[src/design/tasr_pkg.sv]
// Shared types, constants and pixel scaling for the touch converter poller.
// No dependencies; used by touch_adc_spi_reader_top.
`default_nettype none

package tasr_pkg;

    // sequencer phases
    typedef enum logic [2:0] {
        PH_IDLE = 3'd0,
        PH_CMD  = 3'd1,
        PH_WAIT = 3'd2,
        PH_BUSY = 3'd3,
        PH_READ = 3'd4,
        PH_GAP  = 3'd5
    } t_phase;

    // configuration register indexes
    typedef enum logic [2:0] {
        CFG_X_OFFSET      = 3'd0,
        CFG_Y_OFFSET      = 3'd1,
        CFG_X_GAIN        = 3'd2,
        CFG_Y_GAIN        = 3'd3,
        CFG_SCREEN_WIDTH  = 3'd4,
        CFG_SCREEN_HEIGHT = 3'd5,
        CFG_WAIT_TICKS    = 3'd6
    } t_cfg_idx;

    // converter commands
    localparam logic [7:0] CMD_X = 8'hD0;
    localparam logic [7:0] CMD_Y = 8'h90;

    // register reset values
    localparam logic [11:0] RST_X_OFFSET      = 12'd155;
    localparam logic [11:0] RST_Y_OFFSET      = 12'd168;
    localparam logic [15:0] RST_X_GAIN        = 16'd4279;
    localparam logic [15:0] RST_Y_GAIN        = 16'd5569;
    localparam logic [11:0] RST_SCREEN_WIDTH  = 12'd240;
    localparam logic [11:0] RST_SCREEN_HEIGHT = 12'd320;
    localparam logic [7:0]  RST_WAIT_TICKS    = 8'd12;

    // size - floor((raw - off) * gain / 2^16), clamped to 0..size
    function automatic logic [11:0] to_pixel(
        input logic [11:0] raw,
        input logic [11:0] off,
        input logic [15:0] gain,
        input logic [11:0] size
    );
        logic signed [12:0] diff;
        logic signed [29:0] prod;
        logic signed [29:0] shifted;
        logic signed [13:0] quot;
        logic signed [14:0] val;
        logic [11:0]        res;
        diff    = $signed({1'b0, raw}) - $signed({1'b0, off});
        prod    = 30'(diff) * 30'($signed({1'b0, gain}));
        shifted = prod >>> 16;
        quot    = shifted[13:0];
        val     = $signed({3'b000, size}) - 15'(quot);
        if (val < 15'sd0) begin
            res = 12'd0;
        end else if (val > $signed({3'b000, size})) begin
            res = size;
        end else begin
            res = val[11:0];
        end
        return res;
    endfunction

endpackage

`default_nettype wire

[src/design/touch_adc_spi_reader_top.sv]
// Bit-level serial poller for a resistive touch converter, with pixel scaling.
// Depends on tasr_pkg (phase and register index types, to_pixel).
`default_nettype none

// Each input transfer is one half-period tick of the serial clock and yields
// exactly one output transfer carrying the pin levels (cs_n, sck, mosi) for
// that tick plus the done/touched flags and the held raw and pixel values.
// A tick is accepted every cycle while the output register is free or being
// drained; its result is registered and appears on the output in the next cycle. The throughput
// is therefore one tick per cycle, limited only by the single output register
// and the downstream tready. A poll with the pen pressed runs the X and then
// the Y conversion (16 command ticks, wait_ticks wait ticks, 2 busy ticks,
// 32 data ticks each, one deselect tick between them); pixel values are
// computed on the final data tick with one 13x17 multiply per axis.
module touch_adc_spi_reader_top (
    input  wire logic        i_clk,
    input  wire logic        i_rst_n,
    // tick input; tdata: poll[0], pen_n[1], miso[2], zero pad[7:3]
    input  wire logic        s_axis_tvalid,
    output logic             s_axis_tready,
    input  wire logic [7:0]  s_axis_tdata,
    // tick result; tdata: cs_n[0], sck[1], mosi[2], done_res[3], touched[4],
    // x_raw[16:5], y_raw[28:17], x_pixel[40:29], y_pixel[52:41], zero pad[55:53]
    output logic             m_axis_tvalid,
    input  wire logic        m_axis_tready,
    output logic [55:0]      m_axis_tdata,
    // configuration writes
    input  wire logic        i_cfg_valid,
    output logic             o_cfg_ready,
    input  wire logic [2:0]  i_cfg_index,
    input  wire logic [15:0] i_cfg_data
);

    // configuration registers
    logic [11:0] r_x_offset, r_y_offset, r_screen_width, r_screen_height;
    logic [15:0] r_x_gain, r_y_gain;
    logic [7:0]  r_wait_ticks;

    // sequencer state
    tasr_pkg::t_phase r_phase, n_phase;
    logic [4:0]  r_bit, n_bit;
    logic [7:0]  r_wait, n_wait;
    logic [15:0] r_shift, n_shift;
    logic        r_axis, n_axis;
    logic [11:0] r_raw_x, n_raw_x, r_raw_y, n_raw_y;
    logic [11:0] r_pix_x, n_pix_x, r_pix_y, n_pix_y;

    // output register
    logic        r_out_valid;
    logic [55:0] r_out_data;

    // per-tick combinational values
    logic        in_poll, in_pen_n, in_miso;
    logic        s_accept;
    logic        cs_n, sck, mosi, done, touched;
    logic [3:0]  h_cmd;
    logic [7:0]  cmd;
    logic [7:0]  wait_inc;
    logic [15:0] shift_in;
    tasr_pkg::t_phase eff_phase;

    assign in_poll  = s_axis_tdata[0];
    assign in_pen_n = s_axis_tdata[1];
    assign in_miso  = s_axis_tdata[2];

    // handshakes
    assign s_axis_tready = !r_out_valid || m_axis_tready;
    assign s_accept      = s_axis_tvalid && s_axis_tready;
    assign o_cfg_ready   = 1'b1;
    assign m_axis_tvalid = r_out_valid;
    assign m_axis_tdata  = r_out_data;

    // configuration register writes
    always_ff @(posedge i_clk) begin
        if (!i_rst_n) begin
            r_x_offset      <= tasr_pkg::RST_X_OFFSET;
            r_y_offset      <= tasr_pkg::RST_Y_OFFSET;
            r_x_gain        <= tasr_pkg::RST_X_GAIN;
            r_y_gain        <= tasr_pkg::RST_Y_GAIN;
            r_screen_width  <= tasr_pkg::RST_SCREEN_WIDTH;
            r_screen_height <= tasr_pkg::RST_SCREEN_HEIGHT;
            r_wait_ticks    <= tasr_pkg::RST_WAIT_TICKS;
        end else if (i_cfg_valid && o_cfg_ready) begin
            unique case (tasr_pkg::t_cfg_idx'(i_cfg_index))
                tasr_pkg::CFG_X_OFFSET:      r_x_offset      <= i_cfg_data[11:0];
                tasr_pkg::CFG_Y_OFFSET:      r_y_offset      <= i_cfg_data[11:0];
                tasr_pkg::CFG_X_GAIN:        r_x_gain        <= i_cfg_data;
                tasr_pkg::CFG_Y_GAIN:        r_y_gain        <= i_cfg_data;
                tasr_pkg::CFG_SCREEN_WIDTH:  r_screen_width  <= i_cfg_data[11:0];
                tasr_pkg::CFG_SCREEN_HEIGHT: r_screen_height <= i_cfg_data[11:0];
                tasr_pkg::CFG_WAIT_TICKS:    r_wait_ticks    <= i_cfg_data[7:0];
                default: begin
                end
            endcase
        end
    end

    // tick sequencer: start decision, then the phase's work for this tick
    always_comb begin
        n_phase  = r_phase;
        n_bit    = r_bit;
        n_wait   = r_wait;
        n_shift  = r_shift;
        n_axis   = r_axis;
        n_raw_x  = r_raw_x;
        n_raw_y  = r_raw_y;
        n_pix_x  = r_pix_x;
        n_pix_y  = r_pix_y;
        cs_n     = 1'b1;
        sck      = 1'b0;
        mosi     = 1'b0;
        done     = 1'b0;
        touched  = 1'b0;
        h_cmd    = r_bit[3:0];
        cmd      = r_axis ? tasr_pkg::CMD_Y : tasr_pkg::CMD_X;
        wait_inc = r_wait + 8'd1;
        shift_in = {r_shift[14:0], in_miso};
        eff_phase = r_phase;

        // idle (and any unused code): a poll either starts or finishes at once
        unique case (r_phase)
            tasr_pkg::PH_CMD, tasr_pkg::PH_WAIT, tasr_pkg::PH_BUSY,
            tasr_pkg::PH_READ, tasr_pkg::PH_GAP: begin
            end
            default: begin
                eff_phase = tasr_pkg::PH_IDLE;
                n_phase   = tasr_pkg::PH_IDLE;
                if (in_poll) begin
                    if (in_pen_n) begin
                        done = 1'b1;
                    end else begin
                        eff_phase = tasr_pkg::PH_CMD;
                        h_cmd     = 4'd0;
                        cmd       = tasr_pkg::CMD_X;
                        n_axis    = 1'b0;
                        n_shift   = 16'd0;
                    end
                end
            end
        endcase

        unique case (eff_phase)
            // command byte, one bit per low/high tick pair
            tasr_pkg::PH_CMD: begin
                cs_n    = 1'b0;
                sck     = h_cmd[0];
                mosi    = cmd[3'd7 - h_cmd[3:1]];
                n_phase = tasr_pkg::PH_CMD;
                n_bit   = {1'b0, h_cmd} + 5'd1;
                if (h_cmd == 4'd15) begin
                    n_bit   = 5'd0;
                    n_wait  = 8'd0;
                    n_phase = (r_wait_ticks != 8'd0) ? tasr_pkg::PH_WAIT
                                                     : tasr_pkg::PH_BUSY;
                end
            end
            // conversion wait with sck low
            tasr_pkg::PH_WAIT: begin
                cs_n   = 1'b0;
                n_wait = wait_inc;
                if (wait_inc >= r_wait_ticks) begin
                    n_phase = tasr_pkg::PH_BUSY;
                    n_bit   = 5'd0;
                end
            end
            // busy bit, ignored
            tasr_pkg::PH_BUSY: begin
                cs_n = 1'b0;
                sck  = r_bit[0];
                if (r_bit[0]) begin
                    n_phase = tasr_pkg::PH_READ;
                    n_bit   = 5'd0;
                    n_shift = 16'd0;
                end else begin
                    n_bit = 5'd1;
                end
            end
            // 16 data bits, sampled on high ticks
            tasr_pkg::PH_READ: begin
                cs_n  = 1'b0;
                sck   = r_bit[0];
                if (r_bit[0]) begin
                    n_shift = shift_in;
                end
                n_bit = r_bit + 5'd1;
                if (r_bit == 5'd31) begin
                    n_bit = 5'd0;
                    if (!r_axis) begin
                        n_raw_x = shift_in[15:4];
                        n_axis  = 1'b1;
                        n_phase = tasr_pkg::PH_GAP;
                    end else begin
                        n_raw_y = shift_in[15:4];
                        n_pix_x = tasr_pkg::to_pixel(r_raw_x, r_x_offset, r_x_gain,
                                                     r_screen_width);
                        n_pix_y = tasr_pkg::to_pixel(shift_in[15:4], r_y_offset,
                                                     r_y_gain, r_screen_height);
                        n_axis  = 1'b0;
                        n_phase = tasr_pkg::PH_IDLE;
                        done    = 1'b1;
                        touched = 1'b1;
                    end
                end
            end
            // deselect tick between the two conversions
            tasr_pkg::PH_GAP: begin
                n_phase = tasr_pkg::PH_CMD;
                n_bit   = 5'd0;
            end
            default: begin
            end
        endcase
    end

    // state update on each accepted tick
    always_ff @(posedge i_clk) begin
        if (!i_rst_n) begin
            r_phase <= tasr_pkg::PH_IDLE;
            r_bit   <= 5'd0;
            r_wait  <= 8'd0;
            r_shift <= 16'd0;
            r_axis  <= 1'b0;
            r_raw_x <= 12'd0;
            r_raw_y <= 12'd0;
            r_pix_x <= 12'd0;
            r_pix_y <= 12'd0;
        end else if (s_accept) begin
            r_phase <= n_phase;
            r_bit   <= n_bit;
            r_wait  <= n_wait;
            r_shift <= n_shift;
            r_axis  <= n_axis;
            r_raw_x <= n_raw_x;
            r_raw_y <= n_raw_y;
            r_pix_x <= n_pix_x;
            r_pix_y <= n_pix_y;
        end
    end

    // output register valid
    always_ff @(posedge i_clk) begin
        if (!i_rst_n) begin
            r_out_valid <= 1'b0;
        end else if (s_accept) begin
            r_out_valid <= 1'b1;
        end else if (m_axis_tready) begin
            r_out_valid <= 1'b0;
        end
    end

    // output register payload
    always_ff @(posedge i_clk) begin
        if (s_accept) begin
            r_out_data <= {3'b000, n_pix_y, n_pix_x, n_raw_y, n_raw_x,
                           touched, done, mosi, sck, cs_n};
        end
    end

    // a touched result always comes with done
    a_touched_has_done: assert property (@(posedge i_clk) disable iff (!i_rst_n)
        m_axis_tvalid && m_axis_tdata[4] |-> m_axis_tdata[3])
        else $error("touched without done");

    // the command phase counts only 16 ticks
    a_cmd_bit_range: assert property (@(posedge i_clk) disable iff (!i_rst_n)
        r_phase == tasr_pkg::PH_CMD |-> !r_bit[4])
        else $error("command tick counter out of range");

    // the last Y data tick returns the sequencer to idle
    a_y_end_idle: assert property (@(posedge i_clk) disable iff (!i_rst_n)
        s_accept && r_phase == tasr_pkg::PH_READ && r_bit == 5'd31 && r_axis
        |=> r_phase == tasr_pkg::PH_IDLE)
        else $error("sequencer not idle after Y conversion");

endmodule

`default_nettype wire

[config.mk]
export PLATFORM = sky130hd
export DESIGN_NAME = touch_adc_spi_reader_top
export DESIGN_NICKNAME = d
export VERILOG_FILES = /design/src/design/tasr_pkg.sv /design/src/design/touch_adc_spi_reader_top.sv
export SDC_FILE = /design/constraint.sdc
export NUM_CORES = 1
export LEC_CHECK = 0
export BUFFER_PORTS_ARGS = -buffer_cell sky130_fd_sc_hd__buf_4
export CAP_MARGIN = 20
export CELL_PAD_IN_SITES_DETAIL_PLACEMENT = 0
export CELL_PAD_IN_SITES_GLOBAL_PLACEMENT = 1
export CORE_MARGIN = 1.5
export CORE_UTILIZATION = 40
export CTS_BUF_LIST = sky130_fd_sc_hd__clkbuf_8
export DETAILED_ROUTE_END_ITERATION = 16
export PLACE_DENSITY_LB_ADDON = 0.1
export SETUP_SLACK_MARGIN = 0.5
export SYNTH_ARGS = -nofsm -noshare
export SYNTH_HDL_FRONTEND = slang
export SYNTH_SLANG_ARGS = --single-unit
[constraint.sdc]
create_clock -name i_clk -period 10.05 [get_ports i_clk]
set_input_delay 0.5025 -clock i_clk [delete_from_list [all_inputs] [get_ports i_clk]]
set_output_delay 0.5025 -clock i_clk [all_outputs]
set_load 0.02 [all_outputs]
==> reports/qor.yml, run 1 <==
path_delay_family: "adder cells"
wl_mm: 78.71
fin_cells: 4261
rows: 92
required_ns: 10.37
cpMaxStageDelayCell: "fa_2"
cts.path.max_buffers: 3
slew_headroom: 0.3039
final_hold_viol_count: 0
worst_setup_path_start_kind: "flip-flop"
postSynthAreaPerCell_um2: 8.580
syn_to_final_growth_pct: 27.60
vias: 21790
wl_met3_mm: 3.262
ys_seq_elements: 222
violations: "negative setup slack"
grt_pass1_vias: 22490
drv_cap: 0
path_max_fanout: 6
overflow: 0
nets: 4004
post-route-drc-count: 0
seq_area_frac_synth: 0.1949
synthCells: 2974
wire_per_inst_um: 18.47
worstHoldPathType: "in2reg"
crit_buf_inv: 4
path_clk_slew_ns: 0.07
die_w_um: 255.6
dr_wl_met2_mm: 36.87
hold_path_end: "r_y_gain[12]"
synth_flop_cell: "dfxtp_1"
clock_skew_ns: 0.02626
rrSetupSlack_ns: -0.61
hp-start: "i_cfg_data[12]"
grt_max_degree: 82
nFillCells: 6018
synth-edff-count: 53
portBuffers: 81
min_path_cells: 3
ys_types: 76
outcome: "finished with violations"
grt_pass1_wl_mm: 123.7
seq_area_mm2: 0.004987
slew_violations: 0
cts_tree: "yes"
multi_input_area_mm2: 0.02018
cpPeakStageDelay_ns: 0.56
final_cell_mix: "535 x nand2_1, 441 x buf_4, 396 x inv_1, 301 x fa_1, 239 x ha_1"
gr-usage-all-layers: 0.2393
synthTopCellsByArea: "fa_1 24%, ha_1 14%, dfxtp_1 13%, nand2_1 8.0%, edfxtp_1 6.2%"
firstDrtPassIters: 5
crit_path_end_kind: "flip-flop"
drive_above_1_share: 0.2511
start_util: 0.4045
htreeDepth: 2
layout_commonest_cell: "nand2_1"
clock_latency_ns: 0.60
clock-root-buffer: "clkbuf_8"
rsz0062_at_grt: "yes"
cts_hold_buf: 0
dp_hpwl_mm: 60.39
ant_nets: 0
synthArstFlopShare: 0
worst_slack_ns: -0.6055
m1WireLength_mm: 36.54
arrival_ns: 10.98
numCtsBuffers: 40
die-area_mm2: 0.06532
r2r_cells: 49
drt_iter0_drc: 1075
yosysTopAreaCell: "fa_1"
yosysWarnings: 0
post-place-cells: 4094
worstSetupPathType: "reg2reg"
dr.max_layer_used: "met5"
synth_top_area_share: 0.2432
gp_congestion: 0.8862
io_pins: 91
finalSetupViolations: 48
min_period_over_period: 1.060
final.min_clock_period_ns: 10.66
routed_via_density: 5.114
place_ws_ns: -0.8955
fmax_ghz: 0.09385
r2r-end: "m_axis_tdata[39]"
cts.sinks: 222
worstReg2RegStart: "r_raw_x[0]"
tightestPinTransition_ns: 1.040
cp_common_cell: "fa_1"
die_h_um: 255.6
syn_area_mm2: 0.02552
core_mm2: 0.06308
antenna_found_initial: 6
[state kept, by name (all words and copies together) (netlist names), 12 cells and up]
| name | count |
|---|---|
| r_raw_x | 12 |
| r_screen_width | 12 |
| r_y_gain | 16 |
| r_pix_y | 12 |
| r_shift | 15 |
| r_x_gain | 16 |
| m_axis_tdata | 53 |
| r_y_offset | 12 |
| r_raw_y | 12 |
| r_pix_x | 12 |
| r_x_offset | 12 |
| r_screen_height | 12 |
[metal layers]
metal  vias up  GRT usage
met5         -          0
met4         4    0.06279
met3       107    0.02872
met2       398     0.3967
met1     10820     0.3306
li1      10470          -
[worst reg2reg max path: cells and delay by family, from the launching register on]
kind                     cells  cell delay [ns]
adder cells (fa/ha/maj)     11             4.04
XOR/XNOR                     1             0.12
AND/OR/NAND/NOR             13             2.05
buffers and inverters        4             0.48
AO/OA/AOI/OAI               18             2.92
flip-flops                   1             0.32
multiplexers                 2             0.46
[kinds of logic after synthesis]
group                    Yosys count  synth area share
AO/OA/AOI/OAI                    414            0.1007
XOR/XNOR                          55           0.01888
adder cells (fa/ha/maj)          591            0.3810
buffers and inverters            519           0.07747
flip-flops                       222            0.1949
multiplexers                      68           0.02795
other                              2         0.0002943
AND/OR/NAND/NOR                 1103            0.1988
[layout make-up]
class | count | share of cell area
timing repair buffer | 486 | 0.1225
inverter | 396 | 0.04573
antenna | 2 | 0.0001537
sequential | 222 | 0.1532
multi-input combinational | 2235 | 0.6199
clock inverter | 27 | 0.006148
tap | 846 | 0.03251
clock buffer | 47 | 0.01987
[what timing repair did]
| item | 4_1_cts | 5_1_grt |
|---|---|---|
| gates cloned | 1 | 2 |
| resized for setup | 141 | 156 |
| endpoints found under the setup margin | 48 | 48 |
| buffers inserted | 51 | 37 |
| pin swaps | 52 | 89 |
[cells in the mapped netlist (all sizes together) (19+ instances only)]
master / number
a21o: 23
mux2: 26
clkbuf: 113
and2: 85
edfxtp: 53
nor3: 48
fa: 310
xor2: 24
nor2: 167
dfxtp: 169
xnor2: 31
nand2: 545
a21oi: 133
inv: 394
a211oi: 19
nor2b: 52
o21ai: 112
nand2b: 84
ha: 281
a22oi: 20
mux2i: 42
nand3: 42
o211ai: 28
[how the worst max path moves through the flow]
stage / cells past startpoint / from / slack (ns) / end
final: 49 / r_raw_x[0] / -0.61 / m_axis_tdata[39]
after floorplan: 48 / r_x_offset[2] / 0.10 / m_axis_tdata[32]
after detailed placement: 47 / r_raw_x[1] / -0.90 / m_axis_tdata[38]
after CTS: 46 / r_y_offset[1] / -0.46 / m_axis_tdata[43]
after global routing: 48 / r_x_offset[1] / -0.99 / m_axis_tdata[36]
after global placement: 44 / r_y_offset[1] / -0.80 / m_axis_tdata[42]
[per-stage QoR]
stage / utilization / setup TNS [ns] / hold slack, ns / cell area [µm²]
6_report: 0.5162 / -21.23 / 0.1437 / 32560
5_1_grt: 0.5162 / -42.38 / 0.1296 / 32560
4_1_cts: 0.4988 / -15.59 / 0.09747 / 31470
3_5_place_dp: 0.4689 / -36.75 / 0.4383 / 29580
3_3_place_gp: 0.4689 / -27.44 / 0.4311 / 29580
2_1_floorplan: - / 0 / 0.4249 / 25950
Power of run 1 is left out: the tool's default activity adds up to more than one toggle a clock period on the data nets, which glitch-free logic cannot reach.
==> run 2: changes to the inputs <==
--- a/config.mk
+++ b/config.mk
@@ -15,6 +15,7 @@
 export DETAILED_ROUTE_END_ITERATION = 16
 export PLACE_DENSITY_LB_ADDON = 0.1
 export SETUP_SLACK_MARGIN = 0.5
+export SKIP_CTS_REPAIR_TIMING = 1
 export SYNTH_ARGS = -nofsm -noshare
 export SYNTH_HDL_FRONTEND = slang
 export SYNTH_SLANG_ARGS = --single-unit
==> run 2 against run 1 <==
The run still ends with negative setup slack left. Register-to-register slack lost 0.09 ns. Flip-flop and latch count is the same. First-iteration DRC count grew 14%. Clock skew shrank 0.0065 ns. Global-route usage shrank 0.44 points. Critical path depth shrank 1. Largest cell class unchanged. Non-clock buffer count shrank 49.
==> reports/qor.yml, run 2 (synthesis gave the netlist of run 1 again) <==
outcome: "finished with violations"  # unchanged
violations: "negative setup slack"  # unchanged
min_path_cells: 3  # unchanged
drive_above_1_share: 0.2292  # was 0.2511
path_clk_slew_ns: 0.06  # was 0.07 ns
dp_hpwl_mm: 60.39  # unchanged
cts.path.max_buffers: 3  # unchanged
wire_per_inst_um: 18.50  # was 18.47 µm
grt_pass1_vias: 22020  # was 22.49k
routed_via_density: 5.132  # was 5.114
hold_path_end: "r_y_gain[12]"  # unchanged
overflow: 0  # unchanged
core_mm2: 0.06308  # unchanged
arrival_ns: 11.08  # was 10.98 ns
grt_pass1_wl_mm: 121.3  # was 123.7 mm
rows: 92  # unchanged
start_util: 0.4045  # unchanged
clock_skew_ns: 0.01978  # was 0.02626 ns
final_hold_viol_count: 0  # unchanged
syn_to_final_growth_pct: 24.86  # was 27.60%
worstSetupPathType: "reg2reg"  # unchanged
fmax_ghz: 0.09303  # was 0.09385 GHz
crit_path_end_kind: "flip-flop"  # unchanged
worstReg2RegStart: "r_x_offset[2]"  # was r_raw_x[0]
cts.sinks: 222  # unchanged
clock-root-buffer: "clkbuf_8"  # unchanged
gp_congestion: 0.8862  # unchanged
drt_iter0_drc: 1224  # was 1075
r2r_cells: 48  # was 49
post-route-drc-count: 0  # unchanged
path_delay_family: "adder cells"  # unchanged
tightestPinTransition_ns: 0.9346  # was 1.040 ns
clock_latency_ns: 0.60  # about the same
htreeDepth: 2  # unchanged
portBuffers: 81  # unchanged
nFillCells: 6100  # was 6018
firstDrtPassIters: 5  # unchanged
final_cell_mix: "541 x nand2_1, 406 x buf_4, 397 x inv_1, 303 x fa_1, 254 x ha_1"  # was 535 x nand2_1, 441 x buf_4, 396 x inv_1, 301 x fa_1, 239 x ha_1
wl_mm: 77.91  # was 78.71 mm
cpMaxStageDelayCell: "fa_2"  # unchanged
required_ns: 10.38  # was 10.37 ns
finalSetupViolations: 48  # unchanged
cpPeakStageDelay_ns: 0.60  # was 0.56 ns
cts_tree: "yes"  # unchanged
grt_max_degree: 82  # unchanged
worstHoldPathType: "in2reg"  # unchanged
cp_common_cell: "fa_1"  # unchanged
largest_reg_flops: 53  # unchanged
layout_commonest_cell: "nand2_1"  # unchanged
final.min_clock_period_ns: 10.75  # was 10.66 ns
min_period_over_period: 1.070  # was 1.060
drv_cap: 0  # unchanged
hp-start: "i_cfg_data[12]"  # unchanged
post-place-cells: 4094  # unchanged
slew_violations: 0  # unchanged
path_max_fanout: 6  # unchanged
rsz0062_at_grt: "yes"  # unchanged
vias: 21620  # was 21.79k
crit_buf_inv: 5  # was 4
die_w_um: 255.6  # unchanged
io_pins: 91  # unchanged
slew_headroom: 0.3736  # was 0.3039
nets: 3955  # was 4004
die-area_mm2: 0.06532  # unchanged
gr-usage-all-layers: 0.2349  # was 0.2393
numCtsBuffers: 40  # unchanged
rrSetupSlack_ns: -0.70  # was -0.61 ns
ant_nets: 0  # unchanged
fin_cells: 4212  # was 4261
worst_setup_path_start_kind: "flip-flop"  # unchanged
antenna_found_initial: 6  # unchanged
die_h_um: 255.6  # unchanged
worst_slack_ns: -0.6994  # was -0.6055 ns
r2r-end: "m_axis_tdata[34]"  # was m_axis_tdata[39]
run 2: through the flow:
step                      setup TNS (ns)  hold WS, ns  setup WS, ns  instance area [µm²]    util
after floorplan                        0       0.4249        0.1007                25950       -
after global placement            -27.44       0.4311       -0.7998                29580  0.4689
after detailed placement          -36.75       0.4383       -0.8955                29580  0.4689
after CTS                         -38.81      0.09747       -0.9586                30420  0.4823
after global routing              -40.47       0.1296        -1.067                31860  0.5051
final                             -20.17       0.1344       -0.6994                31860  0.5051
run 2: how the worst max path moves through the flow:
stage,startpoint,end,depth (start not counted)
finish,r_x_offset[2],m_axis_tdata[34],48
global route,r_x_offset[1],m_axis_tdata[34],48
CTS,r_raw_x[1],m_axis_tdata[38],47
detailed placement,r_raw_x[1],m_axis_tdata[38],47
global placement,r_y_offset[1],m_axis_tdata[42],44
floorplan,r_x_offset[2],m_axis_tdata[32],48
run 2: final cells by class:
| class | instances | area, µm² | area share |
|---|---|---|---|
| Tap cell | 846 | 1059 | 0.03322 |
| Sequential cell | 222 | 4985 | 0.1565 |
| Inverter | 396 | 1489 | 0.04673 |
| Antenna cell | 2 | 5.005 | 0.0001571 |
| Multi-Input combinational cell | 2235 | 19960 | 0.6263 |
| Clock inverter | 27 | 200.2 | 0.006283 |
| Clock buffer | 47 | 646.9 | 0.02030 |
| Timing Repair Buffer | 437 | 3521 | 0.1105 |
run 2: worst register-to-register path: cells and delay by family (launching register included):
kind | cells | cell delay (ns)
adders and majority gates | 10 | 4.24
DFF | 1 | 0.32
AOI/OAI and AO/OA | 17 | 2.54
buffers and inverters | 5 | 0.56
and+or+nand+nor | 12 | 2.03
xor gates and xnor gates | 2 | 0.26
muxes | 2 | 0.54
run 2: per-layer routing:
metal | vias up | share of wire | global-route usage
li1 | 10350 | - | -
met1 | 10730 | 0.46 | 0.3263
met2 | 441 | 0.47 | 0.3887
met3 | 95 | 0.047 | 0.02902
met4 | 4 | 0.022 | 0.05720
met5 | - | 0.00035 | 0
Power of run 2 is left out for the same reason.
==> run 3: changes to the inputs <==
==> constraint.sdc (replaced) <==
create_clock -name i_clk -period 11.82 [get_ports i_clk]
set_input_delay 0.591 -clock i_clk [delete_from_list [all_inputs] [get_ports i_clk]]
set_output_delay 0.591 -clock i_clk [all_outputs]
set_load 0.02 [all_outputs]
==> run 3 against run 2 <==
Flip-flop and latch count did not move. Register-to-register slack improved by 1.5 ns. Worst setup slack improved by 1.5 ns. Critical path depth rose by 1. Global-route usage fell by 1.7 points. Clock skew fell by 0.0030 ns. Design area fell by 7.8%. Largest cell class unchanged. Count of clock-buffer cells in the layout fell by 3. The run now ends clean. First-iteration DRC count fell by 22%. Highest routed layer unchanged. Maximum frequency fell by 2.0%. Die area did not move. Final cell count fell by 4.8%.
==> reports/qor.yml, run 3 (synthesis gave the netlist of run 1 again) <==
outcome: "complete, no violations"  # was finished with violations
grt_pass1_wl_mm: 113.6  # was 121.3 mm
start_util: 0.4045  # unchanged
htreeDepth: 2  # unchanged
rows: 92  # unchanged
vias: 20600  # was 21.62k
crit_path_end_kind: "flip-flop"  # unchanged
cpPeakStageDelay_ns: 0.57  # was 0.60 ns
final_hold_viol_count: 0  # unchanged
rsz0062_at_grt: "yes"  # unchanged
final.min_clock_period_ns: 10.97  # was 10.75 ns
clock-root-buffer: "clkbuf_8"  # unchanged
syn_to_final_growth_pct: 15.08  # was 24.86%
min_period_over_period: 0.9283  # was 1.070
post-route-drc-count: 0  # unchanged
dp_hpwl_mm: 54.46  # was 60.39 mm
tns_ns: 0  # was -20.17 ns
largest_reg_flops: 53  # unchanged
gp_congestion: 0.8515  # was 0.8862
gr-usage-all-layers: 0.2181  # was 0.2349
cts.path.max_buffers: 3  # unchanged
firstDrtPassIters: 6  # was 5
die-area_mm2: 0.06532  # unchanged
clock_skew_ns: 0.01674  # was 0.01978 ns
nets: 3755  # was 3955
drv_cap: 0  # unchanged
slew_headroom: 0.3364  # was 0.3736
wl_mm: 71.73  # was 77.91 mm
overflow: 0  # unchanged
final_cell_mix: "545 x nand2_1, 408 x inv_1, 305 x fa_1, 271 x ha_1, 225 x buf_4"  # was 541 x nand2_1, 406 x buf_4, 397 x inv_1, 303 x fa_1, 254 x ha_1
io_pins: 91  # unchanged
wire_per_inst_um: 17.90  # was 18.50 µm
path_clk_slew_ns: 0.06  # about the same
clock_latency_ns: 0.56  # was 0.60 ns
worstHoldPathType: "in2reg"  # unchanged
worstSetupPathType: "reg2reg"  # unchanged
antenna_found_initial: 1  # was 6
ant_nets: 0  # unchanged
worst_setup_path_start_kind: "flip-flop"  # unchanged
tightestPinTransition_ns: 0.9899  # was 0.9346 ns
drive_above_1_share: 0.1443  # was 0.2292
path_max_fanout: 6  # unchanged
cp_common_cell: "fa_1"  # unchanged
die_h_um: 255.6  # unchanged
slew_violations: 0  # unchanged
core_mm2: 0.06308  # unchanged
numCtsBuffers: 39  # was 40
layout_commonest_cell: "nand2_1"  # unchanged
routed_via_density: 5.139  # was 5.132
die_w_um: 255.6  # unchanged
grt_max_degree: 59  # was 82
drt_iter0_drc: 951  # was 1224
arrival_ns: 11.27  # was 11.08 ns
fmax_ghz: 0.09114  # was 0.09303 GHz
cts.sinks: 222  # unchanged
cts_tree: "yes"  # unchanged
portBuffers: 81  # unchanged
grt_pass1_vias: 20780  # was 22.02k
required_ns: 12.11  # was 10.38 ns
finalSetupViolations: 0  # was 48
cpMaxStageDelayCell: "fa_1"  # was fa_2
## run 3: cell type report
cell class              instances  area, µm²
fillers                      6229      33710
multi-input cells            2235      19210
flip-flops and latches        222       4982
repair buffers                238       1848
inverters                     396       1489
well taps                     846       1059
clock buffers                  44      605.6
clock inverters                26      166.4
diodes                          1      2.502
## run 3: per-stage QoR
step / instances / setup slack (ns) / hold slack (ns) / area, µm² / utilization
4_1_cts: 3961 / -0.04099 / 0.2420 / 28320 / 0.4490
6_report: 4008 / 0.8476 / 0.2638 / 29370 / 0.4655
3_5_place_dp: 3891 / 0.03629 / 0.4425 / 27550 / 0.4368
5_1_grt: 4007 / 0.3669 / 0.2589 / 29360 / 0.4655
3_3_place_gp: 3891 / 0.1542 / 0.4342 / 27550 / 0.4368
2_1_floorplan: 2976 / 1.358 / 0.4249 / 25530 / -
## run 3: metal layers
layer | share of wire | GRT usage | vias up
li1 | - | - | 9939
met4 | 0.024 | 0.05408 | 2
met1 | 0.46 | 0.3014 | 10140
met2 | 0.47 | 0.3638 | 411
met3 | 0.043 | 0.02466 | 105
met5 | 0.00017 | 0 | -
## run 3: worst paths after layout
path | startpoint | to | slack (ns) | cells after the start
worst max register to register | r_x_offset[1] | m_axis_tdata[34] | 0.85 | 49
worst min-delay path | i_cfg_data[12] | r_y_gain[12] | 0.26 | 3
worst max-delay path | r_x_offset[1] | m_axis_tdata[34] | 0.85 | 49
worst min register to register | r_pix_x[7] | r_pix_x[7] | 0.45 | 2
## run 3: critical path: cells and delay by family, from the launching register on
family	cells	cell delay [ns]
simple gates	10	1.73
fa+ha+maj	10	4.02
compound gates	18	2.79
flops	1	0.33
mux	3	0.73
buf+inv	7	0.94
xor+xnor	1	0.16
Power of run 3 is left out for the same reason.
